===== src/hw/rtl/urlsp_pkg.sv =====
// shared types, constants and the scheme name lookup for the url splitter
// no dependencies

package urlsp_pkg;

  localparam int unsigned MaxLenDefault = 256;
  localparam int unsigned NumSchemes    = 7;

  // status codes
  localparam logic [2:0] StatusOk       = 3'd0;
  localparam logic [2:0] StatusNoSep    = 3'd1;
  localparam logic [2:0] StatusBadSch   = 3'd2;
  localparam logic [2:0] StatusNoPath   = 3'd3;
  localparam logic [2:0] StatusBadHost  = 3'd4;
  localparam logic [2:0] StatusTooLong  = 3'd5;

  localparam logic [7:0] CharColon = 8'h3a;
  localparam logic [7:0] CharSlash = 8'h2f;
  localparam logic [7:0] CharDot   = 8'h2e;

  // one accepted byte held in the input register
  typedef struct packed {
    logic       valid;
    logic [7:0] ch;
    logic       last;
  } urlsp_beat_t;

  // one result beat
  typedef struct packed {
    logic [2:0] status;
    logic [2:0] scheme_id;
    logic [7:0] host_start;
    logic [7:0] tld_start;
    logic [7:0] path_start;
    logic [8:0] url_length;
  } urlsp_res_t;

  // length of each scheme name
  function automatic logic [2:0] scheme_len(input int unsigned k);
    logic [2:0] len;
    unique case (k)
      0: len = 3'd4;  // http
      1: len = 3'd5;  // https
      2: len = 3'd3;  // ftp
      3: len = 3'd6;  // mailto
      4: len = 3'd4;  // file
      5: len = 3'd4;  // news
      6: len = 3'd6;  // telnet
      default: len = 3'd0;
    endcase
    return len;
  endfunction

  // byte idx of scheme name k, zero past its end
  function automatic logic [7:0] scheme_char(input int unsigned k, input logic [2:0] idx);
    logic [47:0] name;
    logic [7:0]  ch;
    unique case (k)
      0: name = {"http",   16'h0};
      1: name = {"https",   8'h0};
      2: name = {"ftp",    24'h0};
      3: name = "mailto";
      4: name = {"file",   16'h0};
      5: name = {"news",   16'h0};
      6: name = "telnet";
      default: name = 48'h0;
    endcase
    unique case (idx)
      3'd0: ch = name[47:40];
      3'd1: ch = name[39:32];
      3'd2: ch = name[31:24];
      3'd3: ch = name[23:16];
      3'd4: ch = name[15:8];
      3'd5: ch = name[7:0];
      default: ch = 8'h0;
    endcase
    return ch;
  endfunction

endpackage


===== src/hw/rtl/urlsp_in_reg.sv =====
// input register: holds one accepted byte until the parser consumes it
// depends on urlsp_pkg

module urlsp_in_reg
  import urlsp_pkg::*;
(
  input  logic        clk_i,
  input  logic        rst_ni,
  input  logic        in_valid_i,
  output logic        in_stall_o,
  input  logic [7:0]  char_in_i,
  input  logic        last_char_i,
  input  logic        consume_i,
  output urlsp_beat_t beat_o
);

  logic       valid_q, valid_d;
  logic [7:0] ch_q;
  logic       last_q;
  logic       accept;

  assign in_stall_o = valid_q && !consume_i;
  assign accept     = in_valid_i && !in_stall_o;

  always_comb begin
    valid_d = valid_q;
    if (accept) begin
      valid_d = 1'b1;
    end else if (consume_i) begin
      valid_d = 1'b0;
    end
  end

  always_ff @(posedge clk_i or negedge rst_ni) begin
    if (!rst_ni) begin
      valid_q <= 1'b0;
    end else begin
      valid_q <= valid_d;
    end
  end

  always_ff @(posedge clk_i) begin
    if (accept) begin
      ch_q   <= char_in_i;
      last_q <= last_char_i;
    end
  end

  assign beat_o = '{valid: valid_q, ch: ch_q, last: last_q};

endmodule


===== src/hw/rtl/urlsp_parse.sv =====
// parse state machine: updates scheme, host and path tracking per byte
// and forms the result on the last byte; depends on urlsp_pkg

module urlsp_parse
  import urlsp_pkg::*;
#(
  parameter int unsigned MAX_LEN = MaxLenDefault
) (
  input  logic        clk_i,
  input  logic        rst_ni,
  input  urlsp_beat_t beat_i,
  input  logic        en_i,
  output urlsp_res_t  res_o
);

  localparam int unsigned PosW = $clog2(MAX_LEN + 1);

  typedef enum logic [2:0] {
    PhScheme,
    PhSlash1,
    PhSlash2,
    PhHost,
    PhPath,
    PhErr
  } phase_e;

  phase_e              phase_q, phase_d;
  logic [PosW-1:0]     pos_q, pos_d;
  logic [NumSchemes-1:0] match_q, match_d;
  logic [PosW-1:0]     host_q, host_d;
  logic [PosW-1:0]     dot_q, dot_d;
  logic [1:0]          dots_q, dots_d;
  logic [PosW-1:0]     path_q, path_d;
  logic [2:0]          err_q, err_d;
  logic                lead_q, lead_d;

  logic [2:0]          status;
  logic [2:0]          sid;
  logic [7:0]          c;

  assign c = beat_i.ch;

  always_comb begin
    phase_d = phase_q;
    pos_d   = pos_q;
    match_d = match_q;
    host_d  = host_q;
    dot_d   = dot_q;
    dots_d  = dots_q;
    path_d  = path_q;
    err_d   = err_q;
    lead_d  = lead_q;

    if (pos_q >= PosW'(MAX_LEN)) begin
      err_d   = StatusTooLong;
      phase_d = PhErr;
    end else begin
      unique case (phase_q)
        PhScheme: begin
          for (int unsigned k = 0; k < NumSchemes; k++) begin
            if (c == CharColon) begin
              if (pos_q != PosW'(scheme_len(k))) match_d[k] = 1'b0;
            end else if (!((pos_q < PosW'(scheme_len(k))) &&
                           (scheme_char(k, pos_q[2:0]) == c))) begin
              match_d[k] = 1'b0;
            end
          end
          if (c == CharColon) phase_d = PhSlash1;
        end
        PhSlash1: begin
          if (c == CharSlash) begin
            phase_d = PhSlash2;
          end else begin
            err_d   = StatusNoSep;
            phase_d = PhErr;
          end
        end
        PhSlash2: begin
          if (c != CharSlash) begin
            err_d   = StatusNoSep;
            phase_d = PhErr;
          end else if (match_q == '0) begin
            err_d   = StatusBadSch;
            phase_d = PhErr;
          end else begin
            host_d  = pos_q + PosW'(1);
            phase_d = PhHost;
          end
        end
        PhHost: begin
          if (c == CharSlash) begin
            path_d  = pos_q;
            phase_d = PhPath;
          end else if (c == CharDot) begin
            if (pos_q == host_q) lead_d = 1'b1;
            dot_d = pos_q;
            if (dots_q != 2'd2) dots_d = dots_q + 2'd1;
          end
        end
        default: ;
      endcase
      pos_d = pos_q + PosW'(1);
    end
  end

  // status from the updated state
  always_comb begin
    priority if (err_d != StatusOk) begin
      status = err_d;
    end else if (phase_d == PhScheme || phase_d == PhSlash1 || phase_d == PhSlash2) begin
      status = StatusNoSep;
    end else if (phase_d == PhHost) begin
      status = StatusNoPath;
    end else if (!lead_d && (dots_d == 2'd2 ||
                 (dots_d == 2'd1 && (dot_d + PosW'(1)) != path_d))) begin
      status = StatusOk;
    end else begin
      status = StatusBadHost;
    end
  end

  // lowest surviving scheme candidate
  always_comb begin
    sid = '0;
    for (int k = NumSchemes - 1; k >= 0; k--) begin
      if (match_d[k]) sid = 3'(k);
    end
  end

  always_comb begin
    res_o.status     = status;
    res_o.url_length = 9'(pos_d);
    if (status == StatusOk) begin
      res_o.scheme_id  = sid;
      res_o.host_start = 8'(host_d);
      res_o.tld_start  = 8'(dot_d);
      res_o.path_start = 8'(path_d);
    end else begin
      res_o.scheme_id  = '0;
      res_o.host_start = '0;
      res_o.tld_start  = '0;
      res_o.path_start = '0;
    end
  end

  always_ff @(posedge clk_i or negedge rst_ni) begin
    if (!rst_ni) begin
      phase_q <= PhScheme;
      pos_q   <= '0;
      match_q <= '1;
      host_q  <= '0;
      dot_q   <= '0;
      dots_q  <= '0;
      path_q  <= '0;
      err_q   <= StatusOk;
      lead_q  <= 1'b0;
    end else if (en_i) begin
      if (beat_i.last) begin
        // back to the start for the next url
        phase_q <= PhScheme;
        pos_q   <= '0;
        match_q <= '1;
        host_q  <= '0;
        dot_q   <= '0;
        dots_q  <= '0;
        path_q  <= '0;
        err_q   <= StatusOk;
        lead_q  <= 1'b0;
      end else begin
        phase_q <= phase_d;
        pos_q   <= pos_d;
        match_q <= match_d;
        host_q  <= host_d;
        dot_q   <= dot_d;
        dots_q  <= dots_d;
        path_q  <= path_d;
        err_q   <= err_d;
        lead_q  <= lead_d;
      end
    end
  end

endmodule


===== src/hw/rtl/urlsp_out_reg.sv =====
// result register: holds one result beat until the consumer takes it
// depends on urlsp_pkg

module urlsp_out_reg
  import urlsp_pkg::*;
(
  input  logic       clk_i,
  input  logic       rst_ni,
  input  logic       load_i,
  input  urlsp_res_t res_i,
  output logic       out_valid_o,
  input  logic       out_stall_i,
  output urlsp_res_t res_o
);

  logic       valid_q, valid_d;
  urlsp_res_t res_q;

  always_comb begin
    valid_d = valid_q;
    if (load_i) begin
      valid_d = 1'b1;
    end else if (!out_stall_i) begin
      valid_d = 1'b0;
    end
  end

  always_ff @(posedge clk_i or negedge rst_ni) begin
    if (!rst_ni) begin
      valid_q <= 1'b0;
    end else begin
      valid_q <= valid_d;
    end
  end

  always_ff @(posedge clk_i) begin
    if (load_i) begin
      res_q <= res_i;
    end
  end

  assign out_valid_o = valid_q;
  assign res_o       = res_q;

endmodule


===== src/hw/rtl/url_splitter_unit.sv =====
// top level of the url splitter: input register, parser, result register
// depends on urlsp_pkg, urlsp_in_reg, urlsp_parse, urlsp_out_reg

// The unit takes a url one byte per beat, with last_char_i marking the final
// byte, and returns one result beat per url: status, scheme id, host start,
// offset of the last host dot, path start and byte count. Each byte is held in
// the input register and is folded into the parse state when it leaves it, so
// bytes stream at one per cycle unless a last byte waits on a held result; the
// result register loads at the same edge that folds in the last byte.
// A held result stalls the input only when the next byte waiting is
// itself a last byte; other bytes keep flowing. Urls longer than MAX_LEN bytes
// report status 5 with url_length saturated at MAX_LEN (masked to 9 bits).

module url_splitter_unit
  import urlsp_pkg::*;
#(
  parameter int unsigned MAX_LEN = MaxLenDefault
) (
  input  logic       clk_i,
  input  logic       rst_ni,
  // byte stream in
  input  logic       in_valid_i,
  output logic       in_stall_o,
  input  logic [7:0] char_in_i,
  input  logic       last_char_i,
  // result beat out
  output logic       out_valid_o,
  input  logic       out_stall_i,
  output logic [2:0] status_o,
  output logic [2:0] scheme_id_o,
  output logic [7:0] host_start_o,
  output logic [7:0] tld_start_o,
  output logic [7:0] path_start_o,
  output logic [8:0] url_length_o
);

  urlsp_beat_t beat;
  urlsp_res_t  res_comb;
  urlsp_res_t  res_out;
  logic        consume;
  logic        load;

  // a byte in the input register moves on unless it would produce a result
  // while the result register is full and stalled
  assign consume = beat.valid && (!beat.last || !out_valid_o || !out_stall_i);
  assign load    = consume && beat.last;

  urlsp_in_reg u_in_reg (
    .clk_i       (clk_i),
    .rst_ni      (rst_ni),
    .in_valid_i  (in_valid_i),
    .in_stall_o  (in_stall_o),
    .char_in_i   (char_in_i),
    .last_char_i (last_char_i),
    .consume_i   (consume),
    .beat_o      (beat)
  );

  urlsp_parse #(
    .MAX_LEN (MAX_LEN)
  ) u_parse (
    .clk_i  (clk_i),
    .rst_ni (rst_ni),
    .beat_i (beat),
    .en_i   (consume),
    .res_o  (res_comb)
  );

  urlsp_out_reg u_out_reg (
    .clk_i       (clk_i),
    .rst_ni      (rst_ni),
    .load_i      (load),
    .res_i       (res_comb),
    .out_valid_o (out_valid_o),
    .out_stall_i (out_stall_i),
    .res_o       (res_out)
  );

  assign status_o     = res_out.status;
  assign scheme_id_o  = res_out.scheme_id;
  assign host_start_o = res_out.host_start;
  assign tld_start_o  = res_out.tld_start;
  assign path_start_o = res_out.path_start;
  assign url_length_o = res_out.url_length;

endmodule

===== config.mk =====
export PLATFORM = sky130hd
export DESIGN_NAME = url_splitter_unit
export DESIGN_NICKNAME = d
export VERILOG_FILES = /design/src/hw/rtl/urlsp_pkg.sv /design/src/hw/rtl/urlsp_in_reg.sv /design/src/hw/rtl/urlsp_parse.sv /design/src/hw/rtl/urlsp_out_reg.sv /design/src/hw/rtl/url_splitter_unit.sv
export SDC_FILE = /design/constraint.sdc
export NUM_CORES = 1
export LEC_CHECK = 0
export ABC_AREA = 1
export BUFFER_PORTS_ARGS = -buffer_cell sky130_fd_sc_hd__buf_2
export CELL_PAD_IN_SITES_DETAIL_PLACEMENT = 0
export CELL_PAD_IN_SITES_GLOBAL_PLACEMENT = 2
export CORE_MARGIN = 2
export CORE_UTILIZATION = 33
export CTS_CLUSTER_SIZE = 28
export DETAILED_ROUTE_END_ITERATION = 8
export PLACE_DENSITY = 0.88
export RECOVER_POWER = 25
export REMOVE_ABC_BUFFERS = 1
export SKIP_CTS_REPAIR_TIMING = 1
export SLEW_MARGIN = 20
export SYNTH_ARGS = -nofsm -noshare
export SYNTH_HDL_FRONTEND = slang
export SYNTH_HIERARCHICAL = 1
export SYNTH_SLANG_ARGS = --single-unit
export TNS_END_PERCENT = 50

===== constraint.sdc =====
create_clock -name clk_i -period 2.85 [get_ports clk_i]
set_input_delay 0.57 -clock clk_i [delete_from_list [all_inputs] [get_ports clk_i]]
set_output_delay 0.57 -clock clk_i [all_outputs]
set_load 0.005 [all_outputs]

==> After elaboration in Yosys (flattened, before gate mapping) <==
Index checks and enable logic that the tools add are counted.
Widths: inputs -> output; s select.
{ "totals": {"regBits": 102, "word_cells": 237, "output_inout_bits": 41} }
{ "classes": {"bitwise_logic": 1, "addsub": 3, "mux": 132, "n_reduce_logical": 39, "magnitude_cmp": 5, "eq_ne": 35} }
{ "ops": {"columns": ["operator", "n"], "rows": [
  ["$mux 8", 21],
  ["$mux 9", 16],
  ["$mux 3", 43],
  ["$pmux 7 s4", 4],
  ["$eq 8x8->1", 7],
  ["$pmux 7 s3", 2],
  ["$pmux 7 s6", 1],
  ["$lt 9x3->1", 4],
  ["$ne 9x3->1", 4],
  ["$mux 1", 32],
  ["$eq 8x6->1 const B", 3],
  ["$mux 7", 3],
  ["$add 9x1->9 const B", 2],
  ["$eq 3x2->1 const B", 6],
  ["$mux 2", 8],
  ["$logic_and 1x1->1", 13],
  ["$logic_not 3->1", 4],
  ["$pmux 3 s4", 1],
  ["$eq 3x1->1 const B", 3],
  ["$eq 9x9->1", 1],
  ["$ge 9x9->1 const B", 1],
  ["$ne 9x9->1", 1],
  ["$ne 2x2->1 const B", 4],
  ["$ne 8x6->1 const B", 1],
  ["other kinds (16)", 30]
]} }

==> Logic depth before layout (Yosys ltp) <==
Gate-level depths: netlist (run 1).
{ "depth": {"word_depth": 18, "mapped_depth": 25, "depth_no_buf": 22} }

==> Cells and area by module <==
Netlist (run 1), hierarchy kept.
{ "by_module_without_submodules": {"columns": ["mod", "cells_per_inst", "instances", "area_each_um2", "seq_area_each_um2"], "rows": [
  ["urlsp_parse", 631, 1, 4232.8, 1310.0],
  ["urlsp_out_reg", 43, 1, 1207.4, 1196.1],
  ["urlsp_in_reg", 18, 1, 342.8, 295.3],
  ["url_splitter_unit", 5, 1, 30.0, 0.0]
]} }

==> Least setup slack after synthesis (run 1) <==
OpenSTA, ideal clock, no wires.
{ "synth_timing": {"kind": "register to register", "startpoint": "register u_in_reg.ch_q[6]", "endpoint": "register u_out_reg.res_q (netlist bit u_out_reg/res_o[15]), data pin", "path_slack_ns": 0.006, "path_stages_with_launch": 21, "t_arrival_ns": 2.578, "path_buffers": 2, "cell_sequence": "edfxtp_1 inv_1 nand2_1 nor2_4 nand3_4 buf_6 nand2_1 nand2_2 ha_1 inv_1 xor2_1 xor2_1 nor3_1 nand3_1 nand2_1 nand2_1 nand2_1 nand2_2 nand3_4 buf_6 nor2_2"} }
{ "synth_between": {"elab_chain_len": 15} }
{ "synth_rtl": {"columns": ["element", "line", "text"], "rows": [
  ["start: declaration", "urlsp_in_reg.sv:18", "logic [7:0] ch_q;"],
  ["start signal: assignment", "urlsp_in_reg.sv:44", "ch_q <= char_in_i;"],
  ["$eq 8x6->1", "urlsp_parse.sv:94", "end else if (c == CharDot) begin"],
  ["$mux 9", "urlsp_parse.sv:94", null],
  ["$mux 9", "urlsp_parse.sv:91", "if (c == CharSlash) begin"],
  ["$mux 9", "urlsp_parse.sv:58", "unique case (phase_q)"],
  ["$mux 9", "urlsp_parse.sv:54", "if (pos_q >= PosW'(MAX_LEN)) begin"],
  ["$add 9x1->9", "urlsp_parse.sv:115", "(dots_d == 2'd1 && (dot_d + PosW'(1)) != path_d))) begin"],
  ["$ne 9x9->1", "urlsp_parse.sv:115", null],
  ["$logic_and 1x1->1", "urlsp_parse.sv:115", null],
  ["$logic_or 1x1->1", "urlsp_parse.sv:114", "end else if (!lead_d && (dots_d == 2'd2 ||"],
  ["$logic_and 1x1->1", "urlsp_parse.sv:114", null],
  ["$mux 3", "urlsp_parse.sv:114", null],
  ["$mux 3", "urlsp_parse.sv:112", "end else if (phase_d == PhHost) begin"],
  ["$mux 3", "urlsp_parse.sv:110", "end else if (phase_d == PhScheme || phase_d == PhSlash1 || phase_d == PhSlash2) begin"],
  ["$mux 3", "urlsp_parse.sv:108", "priority if (err_d != StatusOk) begin"],
  ["$logic_not 3->1", "urlsp_parse.sv:133", "if (status == StatusOk) begin"],
  ["end signal: assignment", "urlsp_out_reg.sv:38", "res_q <= res_i;"],
  ["end: declaration", "urlsp_out_reg.sv:17", "urlsp_res_t res_q;"]
]} }
Several ways; a longest one is shown, not always the timed one.
A chain may end at the register's enable or synchronous reset.

==> Worst setup path in the final report (run 1) <==
{ "layout_timing": {"startpoint": "register u_in_reg.ch_q[0]", "endpoint": "register u_out_reg.res_q (netlist bit u_out_reg/res_o[28]), data pin"} }
The elaborated chain is that of the path after synthesis.

==> results.py, run 1 <==
metrics = {
    "status": {
        "status": "finished with violations",
        "violations": "max-capacitance violations, max-slew violations, negative setup slack",
    },
    "logic_synthesis": {
        "yosys-top-cells-area": "edfxtp_1 25%, dfrtp_1 20%, nand2_1 11%",
        "synth_top_area_share_pct": 24.80,
        "ys_warn_count": 6,
        "ys_types": 46,
        "ys_seq_area_share_pct": 48.19,
        "synthFlopType": "edfxtp_1",
        "synth_edf_count": 48,
        "synth-async-reset-ratio_pct": 52.94,
        "syn_area_mm2": 0.005813,
        "synth_cells": 697,
        "postSynthAreaPerCell_um2": 8.340,
        "yosys_register_bits": 102,
        "synth_area_leader_cell": "edfxtp_1",
    },
    "die": {
        "core.rowCount": 48,
        "die_area_mm2": 0.01869,
        "die_w_um": 136.7,
        "fp.dieH_um": 136.7,
        "pin_count": 54,
        "core_area_mm2": 0.01724,
        "start_util_pct": 33.73,
    },
    "pwr": {
        "ir_drop_v": 0.0003366,
        "p_leak_nw": 3.312,
        "p_per_area_mw_per_mm2": 690.8,
    },
    "timing": {
        "setup-violations-final": 27,
        "drv_slew": 26,
        "fmax_mhz": 341.1,
        "rsz0062_at_grt": "yes",
        "finalHoldViolations": 0,
        "worst_slew_pin_slew_ns": 1.504,
        "finalWorstSetupSlack_ns": -0.08197,
        "clock_skew_ns": 0.01291,
        "setup_tns_ns": -1.325,
        "period_share_pct": 102.9,
        "min_period_ns": 2.932,
        "relSlewSlack_pct": -0.2917,
    },
    "setup_path": {
        "cp_data_required_time_ns": 2.95,
        "worstSetupEndpointType": "flop",
        "slowest_delay_ns": 0.46,
        "critPathKind": "flop to flop",
        "slowest_stage": "edfxtp_1",
        "cp_max_fo": 6,
        "arrival_ns": 3.03,
        "startpoint_type": "flop",
        "crit_top_cell": "nand2_1",
        "path_cells": "inv_2, nand2_2, nor2_4, nand3_4, o21ai_4, ha_4, inv_1, xor2_1, xor2_1, nor3_2, nand3_1, nand2_1, nand2_1, nand2_1, nand2_2, nand3_4, clkbuf_16, nor2_2",
    },
    "layout": {
        "final_common_cell": "nand2_1",
        "final_cell_mix": "147 x nand2_1, 101 x buf_4, 73 x inv_1, 67 x o21ai_0, 51 x buf_2",
        "areaGrowthSynthToFinish_pct": 31.06,
        "n_antenna_cell": 0,
        "ff_latch_area_mm2": 0.002804,
        "multi_input_area_mm2": 0.002735,
        "nets": 867,
        "final_layout_size_suffix_gt1_share_pct": 32.75,
        "fillerInstances": 1721,
        "postLayoutCoreUtil_pct": 44.20,
    },
    "clocking": {
        "clk_latency_ns": 0.36,
        "cts_sinks": 102,
        "clock-root-buffer": "clkbuf_16",
        "clock_path_buffers": 2,
        "htree_levels": 3,
        "cts-buffers-inserted": 9,
        "cts_tree": "built",
        "cts.reportedPaths.clkPinSlew_ns": 0.08,
    },
    "worst_hold_path": {
        "hold_class": "input pin to flop",
    },
    "global_routing": {
        "grt_max_degree": 36,
        "grt_pass1_wl_um": 27390,
        "grt_pass1_vias": 5217,
        "grt_overflow_total": 0,
        "antenna_found_initial": 0,
        "track_usage_pct": 19.27,
    },
    "drt": {
        "first_pass_iters": 4,
        "dr_total_vias": 5351,
        "drt-vias-per-instance": 4.968,
        "drt_iter0_drc": 310,
        "drc_errors": 0,
        "wl_um": 17650,
        "drtAntennaViolNets": 0,
        "drt-wirelength-per-cell_um": 16.38,
    },
    "placed_design": {
        "hpwl_um": 12870,
        "place.gp.congestion": 0.9165,
        "preCtsSetupSlack_ns": -0.1412,
        "portBuffers": 53,
    },
    "job": {
        "cap_violations": 1,
    },
}
[report_power, final]
| part | internal, mW | switching, mW |
|---|---|---|
| combinational | 0.936 | 1.29 |
| sequential | 1.74 | 0.0903 |
| clock | 0.604 | 0.601 |
[final cells by class]
cell class | count | area share, %
clock buffers | 9 | 2.956
clock inverters | 7 | 0.7390
inverters | 86 | 4.319
multi-input cells | 483 | 35.90
flip-flops and latches | 102 | 36.80
well taps | 225 | 3.695
repair buffers | 165 | 15.59
[cell families after synthesis]
kind of cell | synth area share (%)
compound gates | 14.31
xor+xnor | 3.767
fa+ha+maj | 1.507
buf+inv | 7.964
flops | 48.19
simple gates | 24.26
[worst paths after layout]
path                       slack (ns)                          start                       endpoint  cells after the start
max                             -0.08     u_in_reg/ch_q[0]$_DFFE_PP_  u_out_reg/res_o[28]$_DFFE_PP_                     18
min                              0.38                    last_char_i      u_in_reg/last_q$_DFFE_PP_                      1
max reg2reg                     -0.08     u_in_reg/ch_q[0]$_DFFE_PP_  u_out_reg/res_o[28]$_DFFE_PP_                     18
min reg2reg                      0.49  u_parse/path_q[3]$_DFFE_PN0P_  u_parse/path_q[3]$_DFFE_PN0P_                      2
max in group asynchronous        0.73                         rst_ni   u_parse/pos_q[1]$_DFFE_PN0P_                      2
min in group asynchronous        0.56                         rst_ni  u_parse/dots_q[0]$_DFFE_PN0P_                      1
[stage by stage]
stage | cell area [um^2] | hold WS [ns] | instances | total power, mW
floorplan | 5675 | 0.2744 | 671 | 2.866
global placement | 7023 | 0.4648 | 1050 | 3.746
detailed placement | 7023 | 0.4793 | 1050 | 3.746
CTS | 7305 | 0.2512 | 1066 | 4.960
global route | 7619 | 0.3799 | 1077 | 5.565
finish | 7619 | 0.3818 | 1077 | 5.263
[sequential cells by signal (all words and copies together), names as in the netlist]
signal	flops
u_in_reg/ch_q	8
u_in_reg/last_q	1
u_in_reg/valid_q	1
u_out_reg/out_valid_o	1
u_out_reg/res_o	39
u_parse/dot_q	9
u_parse/dots_q	2
u_parse/err_q	3
u_parse/host_q	9
u_parse/lead_q	1
u_parse/match_q	7
u_parse/path_q	9
u_parse/phase_q	3
u_parse/pos_q	9
[critical path: cells and delay by family (launching register included)]
| family | cells | cell delay [ns] |
|---|---|---|
| adders and majority gates | 1 | 0.18 |
| DFF | 1 | 0.46 |
| and+or+nand+nor | 11 | 1.13 |
| AOI/OAI and AO/OA | 1 | 0.20 |
| buffers and inverters | 3 | 0.38 |
| xor gates and xnor gates | 2 | 0.31 |
[Yosys cell counts (all sizes together), types with 2 or more instances]
| master | number |
|---|---|
| buf | 11 |
| nand2 | 170 |
| nor3 | 9 |
| dfstp | 7 |
| o31ai | 3 |
| xor2 | 20 |
| xnor2 | 5 |
| nor2 | 77 |
| nor4 | 8 |
| a21oi | 16 |
| edfxtp | 48 |
| o22ai | 22 |
| o211ai | 2 |
| ha | 7 |
| o21ai | 85 |
| nand4 | 13 |
| nand3 | 31 |
| clkbuf | 15 |
| a41oi | 2 |
| dfrtp | 47 |
| a221oi | 2 |
| inv | 86 |
| a31oi | 2 |
| a21boi | 2 |
[per-layer routing]
layer | track usage [%] | routed length (um) | part of all wire [%] | up-vias
met5 | 0 | 0 | 0 | -
met4 | 7.639 | 441 | 2.5 | 0
met3 | 2.074 | 596 | 3.4 | 23
met2 | 32.14 | 8623 | 49 | 115
met1 | 25.61 | 7985 | 45 | 2584
li1 | - | - | - | 2629
Power figures use the tool's default switching activity.
==> run 2, diff against run 1 <==
Settings changed: CORE_UTILIZATION 33 to 36, PLACE_DENSITY 0.88 to 0.91, REMOVE_ABC_BUFFERS 1 to unset.
Clock period 2.85 ns to 3 ns, I/O delays scaled along.
==> run 2 against run 1 <==
  * The run ends with max-capacitance violations left
  * Clock-buffer cell count unchanged
  * Design area down 3.6%
  * Critical path depth up 5
  * Via count down 1.0%
  * Worst setup slack better by 0.18 ns
  * Clock skew down 0.0051 ns
  * Global-route usage up 2.0 points
  * First-iteration DRC count up 40%
  * Clock power about the same
  * Routed wire length down 1.6%
  * Combinational power down 8%
  * Sequential share of layout area up 1.4 points
  * Critical endpoint is now u_out_reg/res_o[21]$_DFFE_PP_
  * Largest cell class unchanged
  * Highest routed layer unchanged
==> results.py, run 2 (synthesis results as in run 1) <==
metrics = {
    "layout": {
        "n_antenna_cell": 0,
        "areaGrowthSynthToFinish_pct": 26.32,
        "final_cell_mix": "157 x nand2_1, 74 x buf_4, 72 x inv_1, 69 x o21ai_0, 51 x buf_2",
        "nets": 838,
        "final_cell_area_mm2": 0.007343,
        "postLayoutCoreUtil_pct": 46.40,
        "final_common_cell": "nand2_1",
        "largest_register_ffs": 39,
        "final_layout_size_suffix_gt1_share_pct": 29.04,
    },
    "timing": {
        "fmax_mhz": 345.2,
        "rsz0062_at_grt": "yes",
        "period_share_pct": 96.57,
        "setup_tns_ns": 0,
        "finalWorstSetupSlack_ns": 0.1030,
        "timing.hold.ws_ns": 0.4106,
        "drv_slew": 0,
        "clock_skew_ns": 0.007858,
        "relSlewSlack_pct": 0.1470,
        "min_period_ns": 2.897,
        "worst_slew_pin_slew_ns": 1.498,
        "finalHoldViolations": 0,
        "setup-violations-final": 0,
    },
    "global_routing": {
        "antenna_found_initial": 0,
        "grt_max_degree": 55,
        "grt_pass1_wl_um": 27720,
        "grt_pass1_vias": 5268,
        "grt_overflow_total": 0,
        "track_usage_pct": 21.22,
    },
    "pwr": {
        "ir_drop_v": 0.0005336,
        "p_leak_nw": 3.189,
        "p_per_area_mw_per_mm2": 682.0,
    },
    "clocking": {
        "cts_tree": "built",
        "cts-buffers-inserted": 9,
        "clock_path_buffers": 2,
        "cts.reportedPaths.clkPinSlew_ns": 0.07,
        "htree_levels": 3,
        "clock-root-buffer": "clkbuf_16",
        "cts_sinks": 102,
        "clk_latency_ns": 0.36,
    },
    "placed_design": {
        "place_area_mm2": 0.006797,
        "place.gp.congestion": 0.9010,
        "hpwl_um": 12640,
        "preCtsSetupSlack_ns": 0.08303,
        "portBuffers": 53,
    },
    "worst_hold_path": {
        "hold_class": "input pin to flop",
        "hold_depth": 1,
    },
    "status": {
        "violations": "max-capacitance violations",
        "status": "finished with violations",
    },
    "die": {
        "pin_count": 54,
        "start_util_pct": 36.73,
        "core_area_mm2": 0.01583,
        "fp.dieH_um": 131.1,
        "die_area_mm2": 0.01718,
        "core.rowCount": 46,
        "die_w_um": 131.1,
    },
    "drt": {
        "wl_um": 17360,
        "drt_iter0_drc": 434,
        "drt-wirelength-per-cell_um": 16.71,
        "drc_errors": 0,
        "dr_total_vias": 5296,
        "drt-vias-per-instance": 5.097,
        "first_pass_iters": 5,
        "drtAntennaViolNets": 0,
    },
    "logic_synthesis": {
        "syn_nets": 717,
    },
    "setup_path": {
        "r2r_cells": 23,
        "crit_family": "simple AND/OR/NAND/NOR gates",
        "startpoint_type": "flop",
        "slowest_stage": "edfxtp_1",
        "worstSetupEndpointType": "flop",
        "cp_data_required_time_ns": 3.12,
        "cp_max_fo": 8,
        "critPathKind": "flop to flop",
        "crit_top_cell": "nand2_1",
        "cp_num_buf_inv": 6,
        "slowest_delay_ns": 0.43,
        "arrival_ns": 3.02,
        "path_cells": "inv_4, nand2_1, nor2_4, nand3_4, buf_6, buf_4, o21ai_4, inv_2, nand2_1, nand2_1, inv_1, nand2_1, nand2_1, nand3_1, nor2_2, nand3_1, nand2_1, nand2_1, nand2_1, nand2_2, nand3_4, clkbuf_16, nor2_2",
        "cp.depth": 23,
    },
    "job": {
        "cap_violations": 1,
    },
}
## run 2: area by class of cell
type                    count  area, um^2
repair buffers            136       958.4
fillers                  1560        8484
clock inverters             7       80.08
clock buffers               9       225.2
inverters                  86       325.3
flip-flops and latches    102        2803
multi-input cells         483        2681
well taps                 216       270.3
## run 2: layer usage
metal  global-route usage (%)  share of wire [%]  vias to the layer above
li1                         -                  -                     2578
met1                    29.35                 46                     2537
met2                    33.68                 47                      150
met3                    3.774                4.1                       31
met4                    7.322                2.4                        0
met5                        0                  0                        -
## run 2: worst paths after layout
check | to | slack [ns] | startpoint
hold reg to reg | u_parse/path_q[4]$_DFFE_PN0P_ | 0.49 | u_parse/path_q[4]$_DFFE_PN0P_
setup / recovery | u_out_reg/res_o[21]$_DFFE_PP_ | 0.10 | u_in_reg/ch_q[4]$_DFFE_PP_
setup reg to reg | u_out_reg/res_o[21]$_DFFE_PP_ | 0.10 | u_in_reg/ch_q[4]$_DFFE_PP_
max in group asynchronous | u_parse/phase_q[1]$_DFFE_PN0P_ | 1.32 | rst_ni
hold / removal | u_in_reg/ch_q[7]$_DFFE_PP_ | 0.41 | char_in_i[7]
min in group asynchronous | u_parse/pos_q[5]$_DFFE_PN0P_ | 0.67 | rst_ni
## run 2: stage by stage
| stage | total power, mW | cells |
|---|---|---|
| final | 5.008 | 1039 |
| after global routing | 5.294 | 1039 |
| after CTS | 4.802 | 1030 |
| after detailed placement | 3.552 | 1014 |
| after global placement | 3.551 | 1014 |
| after floorplan | 2.810 | 697 |
## run 2: power by group
group	total [mW]	switching [mW]	internal [mW]	leakage (nW)
clock	1.23	0.568	0.659	0.148
combinational	2.05	1.21	0.841	1.86
sequential	1.73	0.0830	1.65	1.19
==> run 3, diff against run 2 <==
Settings changed: CORE_MARGIN 2 to unset.
Clock period 3 ns to 3.25 ns, I/O delays scaled along.
==> run 3 against run 2 <==
  * Sequential power decreased by 7%
  * Sequential share of layout area increased by 2.2 points
  * The flow finishes with violations (max-capacitance violations, max-slew violations)
  * Critical endpoint is now u_out_reg/res_o[34]$_DFFE_PP_
  * Routed wire length shrank 5.8%
==> results.py, run 3 (synthesis results as in run 1) <==
metrics = {
    "status": {
        "violations": "max-capacitance violations, max-slew violations",
        "status": "finished with violations",
    },
    "setup_path": {
        "r2r_cells": 15,
        "crit_top_cell": "o21ai_0",
        "slowest_delay_ns": 0.47,
        "cp_data_required_time_ns": 3.48,
        "cp_max_fo": 6,
        "slowest_stage": "dfrtp_1",
        "startpoint_type": "flop",
        "path_cells": "ha_1, ha_1, a21oi_2, inv_1, nor2_1, a21oi_1, a31oi_1, nand3_1, o21ai_0, inv_1, o21ai_0, a21boi_0, o21ai_0, nand2_1, nor2_2",
        "r2r-start": "u_parse/pos_q[0]$_DFFE_PN0P_",
        "r2r_end": "u_out_reg/res_o[34]$_DFFE_PP_",
        "crit_family": "compound AO/OA/AOI/OAI gates",
        "arrival_ns": 3.29,
        "cp_num_buf_inv": 2,
        "critPathKind": "flop to flop",
        "r2r_slack_ns": 0.18,
        "worstSetupEndpointType": "flop",
    },
    "drt": {
        "first_pass_iters": 4,
        "drt-wirelength-per-cell_um": 16.24,
        "wl_um": 16350,
        "dr_total_vias": 5103,
        "drtAntennaViolNets": 0,
        "drc_errors": 0,
        "drt-vias-per-instance": 5.068,
        "drt_iter0_drc": 503,
    },
    "placed_design": {
        "portBuffers": 53,
        "place.gp.congestion": 0.8604,
        "dp.cells": 986,
        "preCtsSetupSlack_ns": 0.1505,
        "hpwl_um": 12200,
        "place_area_mm2": 0.006599,
    },
    "clocking": {
        "cts_tree": "built",
        "clock-root-buffer": "clkbuf_16",
        "cts-buffers-inserted": 9,
        "cts.reportedPaths.clkPinSlew_ns": 0.08,
        "cts_sinks": 102,
        "htree_levels": 3,
        "clock_path_buffers": 2,
        "clk_latency_ns": 0.36,
    },
    "pwr": {
        "p_leak_nw": 2.984,
        "ir_drop_v": 0.0003043,
        "p_per_area_mw_per_mm2": 622.3,
        "power.total_mw": 4.320,
    },
    "timing": {
        "finalWorstSetupSlack_ns": 0.1832,
        "clock_skew_ns": 0.01108,
        "worst_slew_pin_slew_ns": 1.592,
        "drv_slew": 28,
        "period_share_pct": 94.36,
        "min_period_ns": 3.067,
        "fmax_mhz": 326.1,
        "relSlewSlack_pct": -6.150,
        "timing.hold.ws_ns": 0.4533,
        "finalHoldViolations": 0,
        "setup-violations-final": 0,
    },
    "die": {
        "core_area_mm2": 0.01583,
        "start_util_pct": 36.73,
        "pin_count": 54,
        "fp.dieH_um": 129.1,
        "die_area_mm2": 0.01666,
        "core.rowCount": 46,
        "die_w_um": 129.1,
    },
    "global_routing": {
        "antenna_found_initial": 0,
        "grt_pass1_wl_um": 25760,
        "track_usage_pct": 20.50,
        "grt_pass1_vias": 4862,
        "grt_overflow_total": 0,
        "grt_max_degree": 35,
    },
    "layout": {
        "n_antenna_cell": 0,
        "stdcell_count": 1007,
        "fillerInstances": 1583,
        "final_cell_area_mm2": 0.006942,
        "final_layout_size_suffix_gt1_share_pct": 23.14,
        "final_common_cell": "nand2_1",
        "areaGrowthSynthToFinish_pct": 19.41,
        "largest_register_ffs": 39,
        "nets": 806,
        "final_cell_mix": "163 x nand2_1, 75 x inv_1, 73 x o21ai_0, 51 x buf_2, 51 x nor2_1",
    },
    "job": {
        "cap_violations": 1,
    },
    "logic_synthesis": {
        "syn_nets": 717,
    },
    "worst_hold_path": {
        "hold_class": "input pin to async pin",
    },
}
[run 3: cell count changes in the layout (fill, tap and decap cells not counted), moves of 3 or more]
cell,delta
o21ai_1,-4
nand2_2,-3
inv_1,+3
nor2_1,+8
nor2_2,-3
nand2_1,+6
o21ai_0,+4
nand2_4,-3
buf_4,-28
inv_2,-3
nor2_4,-5
buf_6,-4
[run 3: final cells by class]
type	count	area, um^2	share of cell area, %
Sequential cell	102	2801	40.36
Multi-Input combinational cell	483	2574	37.08
Timing Repair Buffer	104	675.6	9.733
Inverter	86	325.3	4.686
Tap cell	216	270.3	3.893
Clock buffer	9	225.2	3.244
Clock inverter	7	70.07	1.009
[run 3: how the worst max path moves through the flow]
| stage | startpoint | endpoint | slack (ns) | cells after the start |
|---|---|---|---|---|
| global route | u_in_reg/ch_q[6]$_DFFE_PP_ | u_out_reg/res_o[13]$_DFFE_PP_ | -0.0002 | 18 |
| detailed placement | u_in_reg/ch_q[0]$_DFFE_PP_ | u_out_reg/res_o[13]$_DFFE_PP_ | 0.15 | 18 |
| global placement | u_in_reg/ch_q[0]$_DFFE_PP_ | u_out_reg/res_o[13]$_DFFE_PP_ | 0.21 | 18 |
| finish | u_parse/pos_q[0]$_DFFE_PN0P_ | u_out_reg/res_o[34]$_DFFE_PP_ | 0.18 | 15 |
| floorplan | u_in_reg/ch_q[6]$_DFFE_PP_ | u_out_reg/res_o[15]$_DFFE_PP_ | 0.41 | 20 |
| CTS | u_in_reg/ch_q[0]$_DFFE_PP_ | u_out_reg/res_o[13]$_DFFE_PP_ | 0.13 | 18 |
[run 3: where the power goes]
group          internal [mW]  switching [mW]  total (mW)
clock                  0.601           0.516        1.12
combinational          0.591            1.00        1.59
sequential              1.52          0.0851        1.61
total                   2.71            1.60        4.32
[run 3: per-layer routing]
| layer | vias up | track usage [%] | share of wire [%] |
|---|---|---|---|
| met2 | 128 | 33.93 | 47 |
| met3 | 29 | 3.427 | 3.8 |
| met5 | - | 0 | 0 |
| met4 | 0 | 8.789 | 2.6 |
| li1 | 2512 | - | - |
| met1 | 2434 | 26.58 | 46 |
[run 3: stage by stage]
stage	TNS [ns]	util, %
after global routing	-0.0002309	43.86
after floorplan	0	-
after detailed placement	0	41.69
final	0	43.86
after global placement	0	41.69
after CTS	0	43.56
